$ cat src/rth_pkg.sv
package rth_pkg;

   localparam int CHAN_W      = 8;
   localparam int HUE_W       = 9;
   localparam int SAT_W       = 7;
   localparam int LIGHT_W     = 7;
   localparam int SUM_W       = CHAN_W + 1;
   localparam int DIFF_W      = CHAN_W + 1;
   localparam int HUE_T_W     = CHAN_W + 3;
   localparam int HUE_NUM_W   = 17;
   localparam int SAT_NUM_W   = 15;
   localparam int REQ_DATA_W  = 24;
   localparam int RSP_DATA_W  = 24;
   localparam int RSP_PAD_W   = RSP_DATA_W - HUE_W - SAT_W - LIGHT_W;

   localparam int HUE_STEP    = 60;
   localparam int HUE_WRAP    = 360;
   localparam int SAT_SCALE   = 100;
   localparam int CHAN_FULL   = 255;
   localparam int SUM_FULL    = 510;

   // 50 * 0x8081; (x * 0x8081) >> 23 == x / 255 for any 16-bit x
   localparam int LIGHT_RECIP  = 1644850;
   localparam int LIGHT_SHIFT  = 23;
   localparam int LIGHT_PROD_W = SUM_W + 21;

   typedef enum logic [1:0] {
      SECT_RED,
      SECT_GREEN,
      SECT_BLUE
   } sector_type;

   typedef struct packed {
      logic [CHAN_W-1:0] blue;
      logic [CHAN_W-1:0] green;
      logic [CHAN_W-1:0] red;
   } pixel_type;

   typedef struct packed {
      logic [CHAN_W-1:0]        mx;
      logic [CHAN_W-1:0]        mn;
      sector_type               sector;
      logic signed [DIFF_W-1:0] diff;
   } front_type;

   typedef struct packed {
      logic [HUE_NUM_W-1:0] hue_rem;
      logic [CHAN_W-1:0]    hue_div;
      logic [HUE_W-1:0]     hue_q;
      logic [SAT_NUM_W-1:0] sat_rem;
      logic [SUM_W-1:0]     sat_div;
      logic [SAT_W-1:0]     sat_q;
      logic [LIGHT_W-1:0]   light;
      logic                 grey;
      logic                 neg;
   } div_type;

   typedef struct packed {
      logic [LIGHT_W-1:0] lightness;
      logic [SAT_W-1:0]   saturation;
      logic [HUE_W-1:0]   hue;
   } hsl_type;

endpackage

$ cat src/rgb_to_hsl.sv
// RGB to HSL pixel converter.
// req channel: one beat per pixel, 8-bit red, green and blue in req_tdata.
// rsp channel: one beat per pixel, hue in degrees (0..359), saturation and
// lightness in whole percent (0..100), truncated; grey gives hue and
// saturation of 0.
// Throughput: one pixel per clock unless the receiver stalls. The pipe has 12
// register stages: 2 operand stages, 9 divider stages, 1 output stage.
// The divider retires one hue quotient bit per stage and, in the last SAT_W
// stages, one saturation bit in parallel, so hue width sets the depth.
// Each stage has its own valid bit and loads when empty or when the stage
// after it moves, so a stalled receiver holds rsp_tdata steady while bubbles
// ahead of it still close up and req_tready stays high until the pipe fills.
// Synchronous reset drops every valid bit; no beat is in flight afterward.
module rgb_to_hsl (
   input  logic                             clock,
   input  logic                             reset,
   input  logic                             req_tvalid,
   output logic                             req_tready,
   input  logic [rth_pkg::REQ_DATA_W-1:0]   req_tdata,   // red, green, blue
   output logic                             rsp_tvalid,
   input  logic                             rsp_tready,
   output logic [rth_pkg::RSP_DATA_W-1:0]   rsp_tdata    // hue, saturation, lightness, pad
);

   localparam int NSTAGE = rth_pkg::HUE_W;

   rth_pkg::pixel_type pix;
   rth_pkg::hsl_type   hsl;
   logic               div_valid [NSTAGE+1];
   logic               div_ready [NSTAGE+1];
   rth_pkg::div_type   div_data  [NSTAGE+1];

   assign pix.red   = req_tdata[0 +: rth_pkg::CHAN_W];
   assign pix.green = req_tdata[rth_pkg::CHAN_W +: rth_pkg::CHAN_W];
   assign pix.blue  = req_tdata[2*rth_pkg::CHAN_W +: rth_pkg::CHAN_W];

   rth_prep u_prep (
      .clock     (clock),
      .reset     (reset),
      .in_valid  (req_tvalid),
      .in_ready  (req_tready),
      .in_pix    (pix),
      .out_valid (div_valid[0]),
      .out_ready (div_ready[0]),
      .out_data  (div_data[0])
   );

   for (genvar k = 0; k < NSTAGE; k++) begin : g_div
      rth_div_stage #(
         .BIT (NSTAGE - 1 - k)
      ) u_stage (
         .clock     (clock),
         .reset     (reset),
         .in_valid  (div_valid[k]),
         .in_ready  (div_ready[k]),
         .in_data   (div_data[k]),
         .out_valid (div_valid[k+1]),
         .out_ready (div_ready[k+1]),
         .out_data  (div_data[k+1])
      );
   end

   rth_finish u_finish (
      .clock     (clock),
      .reset     (reset),
      .in_valid  (div_valid[NSTAGE]),
      .in_ready  (div_ready[NSTAGE]),
      .in_data   (div_data[NSTAGE]),
      .out_valid (rsp_tvalid),
      .out_ready (rsp_tready),
      .out_data  (hsl)
   );

   assign rsp_tdata = {rth_pkg::RSP_PAD_W'(0), hsl.lightness, hsl.saturation, hsl.hue};

endmodule

$ cat src/rth_prep.sv
module rth_prep (
   input  logic               clock,
   input  logic               reset,
   input  logic               in_valid,
   output logic               in_ready,
   input  rth_pkg::pixel_type in_pix,
   output logic               out_valid,
   input  logic               out_ready,
   output rth_pkg::div_type   out_data
);

   logic                 s1_valid_ff;
   rth_pkg::front_type   s1_ff;
   rth_pkg::front_type   s1_in;
   logic                 s1_ready;
   logic                 s2_valid_ff;
   rth_pkg::div_type     s2_ff;
   rth_pkg::div_type     s2_in;
   logic                 s2_ready;

   logic [rth_pkg::CHAN_W-1:0]       d;
   logic [rth_pkg::SUM_W-1:0]        s;
   logic [rth_pkg::LIGHT_PROD_W-1:0] light_prod;
   logic [rth_pkg::CHAN_W-1:0]       mag;
   logic signed [rth_pkg::HUE_T_W:0] ts;
   logic [rth_pkg::HUE_T_W-1:0]      t;

   // stage 1: max, min, sector and signed channel difference
   always_comb begin
      s1_in.mx = in_pix.red;
      s1_in.mn = in_pix.red;
      if (in_pix.green > s1_in.mx) s1_in.mx = in_pix.green;
      if (in_pix.blue  > s1_in.mx) s1_in.mx = in_pix.blue;
      if (in_pix.green < s1_in.mn) s1_in.mn = in_pix.green;
      if (in_pix.blue  < s1_in.mn) s1_in.mn = in_pix.blue;
      priority if (in_pix.blue == s1_in.mx) begin
         s1_in.sector = rth_pkg::SECT_BLUE;
         s1_in.diff   = $signed({1'b0, in_pix.red}) - $signed({1'b0, in_pix.green});
      end else if (in_pix.green == s1_in.mx) begin
         s1_in.sector = rth_pkg::SECT_GREEN;
         s1_in.diff   = $signed({1'b0, in_pix.blue}) - $signed({1'b0, in_pix.red});
      end else begin
         s1_in.sector = rth_pkg::SECT_RED;
         s1_in.diff   = $signed({1'b0, in_pix.green}) - $signed({1'b0, in_pix.blue});
      end
   end

   assign s1_ready = !s1_valid_ff || s2_ready;
   assign in_ready = s1_ready;

   always_ff @(posedge clock) begin
      if (reset) begin
         s1_valid_ff <= 1'b0;
      end else if (s1_ready) begin
         s1_valid_ff <= in_valid;
      end
   end

   always_ff @(posedge clock) begin
      if (in_valid && s1_ready) begin
         s1_ff <= s1_in;
      end
   end

   // stage 2: lightness, divider operands
   always_comb begin
      d          = s1_ff.mx - s1_ff.mn;
      s          = rth_pkg::SUM_W'(s1_ff.mx) + rth_pkg::SUM_W'(s1_ff.mn);
      light_prod = rth_pkg::LIGHT_PROD_W'(s)
                 * rth_pkg::LIGHT_PROD_W'(rth_pkg::LIGHT_RECIP);
      mag        = s1_ff.diff[rth_pkg::DIFF_W-1] ?
                   rth_pkg::CHAN_W'(-s1_ff.diff) : rth_pkg::CHAN_W'(s1_ff.diff);
      ts         = '0;
      unique case (s1_ff.sector)
         rth_pkg::SECT_RED:   ts = $signed({4'b0, mag});
         rth_pkg::SECT_GREEN: ts = (rth_pkg::HUE_T_W+1)'(s1_ff.diff)
                                 + $signed({3'b0, d, 1'b0});
         rth_pkg::SECT_BLUE:  ts = (rth_pkg::HUE_T_W+1)'(s1_ff.diff)
                                 + $signed({2'b0, d, 2'b0});
         default:             ts = '0;
      endcase
      t = ts[rth_pkg::HUE_T_W-1:0];

      s2_in.hue_rem = rth_pkg::HUE_NUM_W'(t) * rth_pkg::HUE_NUM_W'(rth_pkg::HUE_STEP);
      s2_in.hue_div = d;
      s2_in.hue_q   = '0;
      s2_in.sat_rem = rth_pkg::SAT_NUM_W'(d) * rth_pkg::SAT_NUM_W'(rth_pkg::SAT_SCALE);
      s2_in.sat_div = (s < rth_pkg::SUM_W'(rth_pkg::CHAN_FULL)) ?
                      s : rth_pkg::SUM_W'(rth_pkg::SUM_FULL) - s;
      s2_in.sat_q   = '0;
      s2_in.light   = light_prod[rth_pkg::LIGHT_SHIFT +: rth_pkg::LIGHT_W];
      s2_in.grey    = (d == '0);
      s2_in.neg     = (s1_ff.sector == rth_pkg::SECT_RED)
                      && s1_ff.diff[rth_pkg::DIFF_W-1];
   end

   assign s2_ready = !s2_valid_ff || out_ready;

   always_ff @(posedge clock) begin
      if (reset) begin
         s2_valid_ff <= 1'b0;
      end else if (s2_ready) begin
         s2_valid_ff <= s1_valid_ff;
      end
   end

   always_ff @(posedge clock) begin
      if (s1_valid_ff && s2_ready) begin
         s2_ff <= s2_in;
      end
   end

   assign out_valid = s2_valid_ff;
   assign out_data  = s2_ff;

endmodule

$ cat src/rth_div_stage.sv
module rth_div_stage #(
   parameter int BIT = 0
) (
   input  logic             clock,
   input  logic             reset,
   input  logic             in_valid,
   output logic             in_ready,
   input  rth_pkg::div_type in_data,
   output logic             out_valid,
   input  logic             out_ready,
   output rth_pkg::div_type out_data
);

   logic                           valid_ff;
   rth_pkg::div_type               data_ff;
   rth_pkg::div_type               data_in;
   logic [rth_pkg::HUE_NUM_W-1:0]  hue_sub;
   logic [rth_pkg::SAT_NUM_W-1:0]  sat_rem_in;
   logic [rth_pkg::SAT_W-1:0]      sat_q_in;

   // one restoring step per quotient bit
   assign hue_sub = rth_pkg::HUE_NUM_W'(in_data.hue_div) << BIT;

   always_comb begin
      data_in = in_data;
      if (in_data.hue_rem >= hue_sub) begin
         data_in.hue_rem    = in_data.hue_rem - hue_sub;
         data_in.hue_q[BIT] = 1'b1;
      end
      data_in.sat_rem = sat_rem_in;
      data_in.sat_q   = sat_q_in;
   end

   if (BIT < rth_pkg::SAT_W) begin : g_sat
      logic [rth_pkg::SAT_NUM_W-1:0] sat_sub;
      assign sat_sub = rth_pkg::SAT_NUM_W'(in_data.sat_div) << BIT;
      always_comb begin
         sat_rem_in = in_data.sat_rem;
         sat_q_in   = in_data.sat_q;
         if (in_data.sat_rem >= sat_sub) begin
            sat_rem_in    = in_data.sat_rem - sat_sub;
            sat_q_in[BIT] = 1'b1;
         end
      end
   end else begin : g_no_sat
      assign sat_rem_in = in_data.sat_rem;
      assign sat_q_in   = in_data.sat_q;
   end

   assign in_ready = !valid_ff || out_ready;

   always_ff @(posedge clock) begin
      if (reset) begin
         valid_ff <= 1'b0;
      end else if (in_ready) begin
         valid_ff <= in_valid;
      end
   end

   always_ff @(posedge clock) begin
      if (in_valid && in_ready) begin
         data_ff <= data_in;
      end
   end

   assign out_valid = valid_ff;
   assign out_data  = data_ff;

endmodule

$ cat src/rth_finish.sv
module rth_finish (
   input  logic             clock,
   input  logic             reset,
   input  logic             in_valid,
   output logic             in_ready,
   input  rth_pkg::div_type in_data,
   output logic             out_valid,
   input  logic             out_ready,
   output rth_pkg::hsl_type out_data
);

   logic             valid_ff;
   rth_pkg::hsl_type data_ff;
   rth_pkg::hsl_type data_in;

   always_comb begin
      data_in.lightness = in_data.light;
      priority if (in_data.grey) begin
         data_in.hue        = '0;
         data_in.saturation = '0;
      end else begin
         data_in.saturation = in_data.sat_q;
         // negative red-sector hue wraps; a zero quotient stays zero
         if (in_data.neg && (in_data.hue_q != '0)) begin
            data_in.hue = rth_pkg::HUE_W'(rth_pkg::HUE_WRAP) - in_data.hue_q;
         end else begin
            data_in.hue = in_data.hue_q;
         end
      end
   end

   assign in_ready = !valid_ff || out_ready;

   always_ff @(posedge clock) begin
      if (reset) begin
         valid_ff <= 1'b0;
      end else if (in_ready) begin
         valid_ff <= in_valid;
      end
   end

   always_ff @(posedge clock) begin
      if (in_valid && in_ready) begin
         data_ff <= data_in;
      end
   end

   assign out_valid = valid_ff;
   assign out_data  = data_ff;

endmodule

$ cat config.mk
export PLATFORM = sky130hd
export DESIGN_NAME = rgb_to_hsl
export DESIGN_NICKNAME = d
export VERILOG_FILES = /design/src/rth_pkg.sv /design/src/rgb_to_hsl.sv /design/src/rth_prep.sv /design/src/rth_div_stage.sv /design/src/rth_finish.sv
export SDC_FILE = /design/constraint.sdc
export NUM_CORES = 1
export LEC_CHECK = 0
export BUFFER_PORTS_ARGS = -buffer_cell sky130_fd_sc_hd__buf_2
export CORE_AREA = 2 2 294 296
export CTS_BUF_LIST = sky130_fd_sc_hd__clkbuf_8 sky130_fd_sc_hd__clkbuf_16
export DETAILED_ROUTE_END_ITERATION = 7
export DIE_AREA = 0 0 296 298
export HOLD_SLACK_MARGIN = 0.15
export SLEW_MARGIN = 20
export SYNTH_ARGS = -nofsm -noshare
export SYNTH_HDL_FRONTEND = slang
export SYNTH_SLANG_ARGS = --single-unit
$ cat constraint.sdc
create_clock -name clock -period 8.21 [get_ports clock]
set_input_delay 0.821 -clock clock [delete_from_list [all_inputs] [get_ports clock]]
set_output_delay 0.821 -clock clock [all_outputs]
set_load 0.1 [all_outputs]
# After elaboration in Yosys (flattened, before gate mapping)
# Index checks and enable logic that the tools add are counted.
# totals
word_cells,234
register_bits,658
# op_classes
mul,3
eq_ne,4
n_mux,24
n_reduce_logical,41
n_lt_le_gt_ge,21
add_sub_neg,24
# ops
operator,count
two-way mux 17 bit,8
two-way mux 15 bit,6
two-way mux 8 bit,5
case mux 11 bit (3 select lines),1
multiplier 9 x 20 -> 29 bit (second input constant),1
two-way mux 9 bit,3
subtractor 8 x 8 -> 9 bit,3
subtractor 9 bit (first input constant),2
greater-or-equal comparator 17 x 10 -> 1 bit,1
greater-or-equal comparator 17 x 11 -> 1 bit,1
greater-or-equal comparator 17 x 12 -> 1 bit,1
greater-or-equal comparator 17 x 13 -> 1 bit,1
greater-or-equal comparator 17 x 14 -> 1 bit,1
greater-or-equal comparator 17 x 15 -> 1 bit,1
greater-or-equal comparator 17 x 16 -> 1 bit,1
greater-or-equal comparator 17 x 8 -> 1 bit,1
greater-or-equal comparator 17 x 9 -> 1 bit,1
subtractor 17 x 10 -> 17 bit,1
subtractor 17 x 11 -> 17 bit,1
subtractor 17 x 12 -> 17 bit,1
subtractor 17 x 13 -> 17 bit,1
subtractor 17 x 14 -> 17 bit,1
subtractor 17 x 15 -> 17 bit,1
subtractor 17 x 16 -> 17 bit,1
34 further kinds,72

# Logic depth before layout (Yosys ltp)
# depth
ltp_word,14
ltp_mapped,27
depth_no_buf,27

# Cells and area by module
# From an unflattened synthesis, not the netlist that was laid out.
# unflattened
cells_unflattened,3297
hier_area_um2,42005.3
# modules_own_cells
module,cells_per_inst,n_inst,area_per_inst_um2
rth_prep,1068,1,10292.4
rth_div_stage (g_div[8].u_stage),290,1,3746.1
rth_div_stage (g_div[7].u_stage),284,1,3716.1
rth_div_stage (g_div[5].u_stage),262,1,3519.6
rth_div_stage (g_div[2].u_stage),247,1,3503.4
rth_div_stage (g_div[6].u_stage),262,1,3500.9
rth_div_stage (g_div[4].u_stage),255,1,3453.3
rth_div_stage (g_div[3].u_stage),231,1,3363.2
rth_div_stage (g_div[1].u_stage),165,1,2972.9
rth_div_stage (g_div[0].u_stage),154,1,2857.7
rth_finish,77,1,1068.5
rgb_to_hsl,2,1,11.3

# Worst setup path after synthesis
# OpenSTA, ideal clock, no wires.
# synth_timing
path_type,register to register
startpoint,register u_finish.valid_ff (netlist: u_finish.out_valid)
endpoint,"register g_div[7].u_stage.data_ff, in the netlist g_div[7].u_stage.out_data[0] (enable)"
path_slack_ns,1.452
n_path_buf,0
t_required_ns,7.608
period_less_slack_ns,6.758
path_stages_with_launch,4
t_arrival_ns,6.156
cell_sequence,dfxtp_1 > nor2b_1 > and2_1 > a21boi_0
# synth_between
elab_chain_cells,5
# synth_rtl
element,line_no,source
from (decl),rth_finish.sv:12,logic valid_ff;
from (signal assigned),rth_finish.sv:38,valid_ff <= in_valid;
zero test 1 bit,rth_finish.sv:32,assign in_ready = !valid_ff || out_ready;
logical OR 1 bit,rth_finish.sv:32,
logical OR 1 bit (2 in a row),rth_div_stage.sv:50,assign in_ready = !valid_ff || out_ready;
logical AND 1 bit,rth_div_stage.sv:61,if (in_valid && in_ready) begin
to (signal assigned),rth_div_stage.sv:62,data_ff <= data_in;
to (decl),rth_div_stage.sv:15,rth_pkg::div_type data_ff;
# Every way passes these cells.
# A chain may end at the register's enable or synchronous reset.

# Worst setup path after layout
# layout_timing
startpoint,register u_prep.s1_ff[12] (netlist bit)
endpoint,"register u_prep.s2_ff, in the netlist u_prep.out_data[8] (data pin)"
# layout_between
elab_chain_cells,2
# layout_rtl
element,line_no,source
from (decl),rth_prep.sv:13,rth_pkg::front_type s1_ff;
from (signal assigned),rth_prep.sv:61,s1_ff <= s1_in;
adder 8 x 8 -> 9 bit,rth_prep.sv:68,s = rth_pkg::SUM_W'(s1_ff.mx) + rth_pkg::SUM_W'(s1_ff.mn);
multiplier 9 x 20 -> 29 bit,rth_prep.sv:70,* rth_pkg::LIGHT_PROD_W'(rth_pkg::LIGHT_RECIP);
"net u_prep.light_prod, one bit",rth_prep.sv:23,logic [rth_pkg::LIGHT_PROD_W-1:0] light_prod;
to (signal assigned),rth_prep.sv:109,s2_ff <= s2_in;
to (decl),rth_prep.sv:17,rth_pkg::div_type s2_ff;
# The timed path passes the listed nets, and every way through them passes these cells.

==> flow_summary.toml <==
[run_status]
status = "finished, final reports clean"

[global_routing]
grt-busiest-layer = "met2"
grt_pass1_vias = 20982
grt_pass1_wl_um = 100000
grt-ovfl-total = 0
grt_max_degree = 66
grtUsageMet1 = 0.155
grt_use_met3 = 0.0205
antenna_found_initial = 0
grt_usage = 0.137
grtUsageMet2 = 0.259

[timing]
fin_crit_sh = 0.757
hold_violations = 0
worst_slew_pin_slew_ns = 1.06
fin_setup_tns_ns = 0
slew_viol_final = 0
timing.final.ws_setup_ns = 2.00
post-route-min-period_ns = 6.21
setup_violations = 0
rsz0062_at_grt = "no"
skew_ns = 0.0213
slew_headroom = 0.286
max_freq_ghz = 0.161

[route]
detail-route-antenna-nets = 0
drc = 0
routed_wirelength_um = 59300
wire_per_inst_um = 14.5
via_count = 20042
viasPerCell = 4.90
drt-initial-drc-count = 868
firstDrtPassIters = 5

[placed_design]
gp_congestion = 0.897
port_buffers = 52
postPlaceCellArea_mm2 = 0.0356
dp_cells = 3963
place_ws_ns = 2.04
hpwl_um = 46100

[clock_network]
numClockSinks = 605
clk_pin_slew_ns = 0.06
cts_tree = "done"
htreeDepth = 3
cts_buffers = 68
hold_buffers = 0
clk_latency_ns = 0.60
post_cts_buffers = 0
clockBufferDepth = 3
cts_resized = 0
root_buffer = "clkbuf_16"

[logic_synthesis]
syn-cell-area_mm2 = 0.0338
avgSynthCellArea_um2 = 12.2
synth_edf_count = 593
yosys_warnings = 0
ys_ff_latch = 605
synth_cells = 2778
ys_async_sr_fraction = 0
synth_nets = 3195
synth_ff_type = "edfxtp_1"
yosysSeqAreaShare = 0.534
synth_cell_type_count = 80

[cells_and_area]
instances_no_fill = 4089
final_layout_size_suffix_gt1_frac = 0.0801
n_antenna_cell = 0
final_cell_mix = "593 x edfxtp_1, 373 x inv_1, 323 x ha_1"
final.fill_count = 7710
syn_to_final_growth_pct = 12.0
nets = 3307
finalInstanceArea_mm2 = 0.0378
final_common_cell = "edfxtp_1"

[worst_setup_path]
crit_type = "flip-flop to flip-flop"
critPathMaxStageDelay_ns = 0.50
cpMaxStageDelayCell = "fa_1"
critPathArrivalTime_ns = 6.55
crit_top_cell = "inv_1"
worstRegToRegCells = 26
crit_required_ns = 8.55
start_kind = "flip-flop"
endpoint_kind = "flip-flop"
cp_max_fo = 5

[worst_hold_path]
hold_path_class = "flip-flop to flip-flop"
holdPathStages = 0

[floorplanning]
top_level_ports = 54
chipWidth_um = 296
start_util = 0.398
die-area_mm2 = 0.0882
core_mm2 = 0.0849
rows = 107
fp.dieH_um = 298

[power_and_ir_drop]
ir_worst_vdd_v = 0.000263
total_power_mw = 13.6
power_density_mw_per_mm2 = 360
leakage_nw = 15.3

[run]
maxCapViolations = 0
==> critical path: cells and delay by family, from the launching register on <==
kind	cells	cell delay [ns]
xor gates and xnor gates	2	0.52
and+or+nand+nor	3	0.41
AOI/OAI and AO/OA	10	2.13
DFF	1	0.44
adders and majority gates	6	2.00
buffers and inverters	5	0.43
==> cell type report <==
type	instances	area [um2]	share of cell area
Clock inverter	55	482	0.0127
Sequential cell	605	18000	0.477
Multi-Input combinational cell	1788	14400	0.380
Timing Repair Buffer	74	425	0.0113
Inverter	353	1330	0.0350
Clock buffer	70	1740	0.0460
Tap cell	1144	1430	0.0379
==> metal layers <==
metal | vias to the layer above | share of wire
met5 | - | 0
met4 | 0 | 0.027
met3 | 95 | 0.032
met2 | 293 | 0.53
met1 | 9502 | 0.41
li1 | 10152 | -
==> Yosys cell counts, types with 5 or more instances <==
library cell,n,area share
a21oi_1,180,0.027
o21bai_1,14,0.0031
mux2i_1,49,0.015
fa_1,66,0.039
or4_1,7,0.0016
nand2b_1,38,0.0070
edfxtp_1,593,0.53
nand4_1,26,0.0048
o22ai_1,5,0.00093
nand4b_1,5,0.0013
or2_2,9,0.0017
dfxtp_1,12,0.0071
nor3_1,38,0.0056
clkbuf_1,27,0.0030
and3_1,6,0.0011
o21a_1,19,0.0042
and4_1,6,0.0016
mux2_2,25,0.0083
a211oi_1,7,0.0016
nor2b_1,74,0.014
nor4_1,23,0.0043
o21ai_1,5,0.00074
nand3b_1,5,0.0011
o211ai_1,8,0.0018
inv_1,353,0.039
o21ai_0,108,0.016
nand2_1,109,0.012
a31oi_1,11,0.0020
or3_1,12,0.0022
xnor2_1,131,0.034
xor2_1,87,0.023
o31ai_1,11,0.0024
ha_1,323,0.12
a21boi_0,21,0.0047
nor2_1,187,0.021
a21o_1,73,0.016
nand3_1,29,0.0043
==> metrics by stage <==
stage	utilization	hold WS (ns)
2_1_floorplan	-	0.400
3_3_place_gp	0.419	0.400
3_5_place_dp	0.419	0.405
4_1_cts	0.445	0.398
5_1_grt	0.445	0.409
6_report	0.445	0.401
==> worst paths after layout <==
kind                            slack [ns]                                     end                              startpoint
worst max-delay path                  2.00            u_prep.out_data[8]$_DFFE_PP_              u_prep.s1_ff[12]$_DFFE_PP_
worst min-delay path                  0.40  g_div[5].u_stage.out_data[1]$_DFFE_PP_  g_div[4].u_stage.out_data[1]$_DFFE_PP_
worst max register to register        2.00            u_prep.out_data[8]$_DFFE_PP_              u_prep.s1_ff[12]$_DFFE_PP_
worst min register to register        0.40  g_div[5].u_stage.out_data[1]$_DFFE_PP_  g_div[4].u_stage.out_data[1]$_DFFE_PP_
==> flip-flops by register name, summed over array words and instances (netlist names) <==
| signal | count |
|---|---|
| u_prep.s1_ff | 27 |
| u_prep.s1_valid_ff | 1 |
| u_prep.out_valid | 1 |
| g_div.u_stage.out_valid | 9 |
| g_div.u_stage.out_data | 493 |
| u_finish.out_valid | 1 |
| u_prep.out_data | 50 |
| u_finish.out_data | 23 |
==> kinds of logic (layout without fill, tap and decap cells) <==
group | after synthesis | count (layout) | share of synthesized area
compound gates | 509 | 509 | 0.0939
flops | 605 | 605 | 0.534
buf+inv | 385 | 552 | 0.0434
simple gates | 592 | 592 | 0.0878
xor+xnor | 218 | 218 | 0.0565
other cells | 1 | 1 | 0.000111
fa+ha+maj | 390 | 390 | 0.159
mux | 78 | 78 | 0.0247
==> power by group <==
group	total [mW]	switching [mW]	leakage, nW	internal (mW)
Combinational	6.67	3.66	8.78	3.01
Clock	2.93	1.18	1.15	1.74
Sequential	4.01	0.0975	5.41	3.91
No activity file was read; power rests on OpenSTA's default activity.
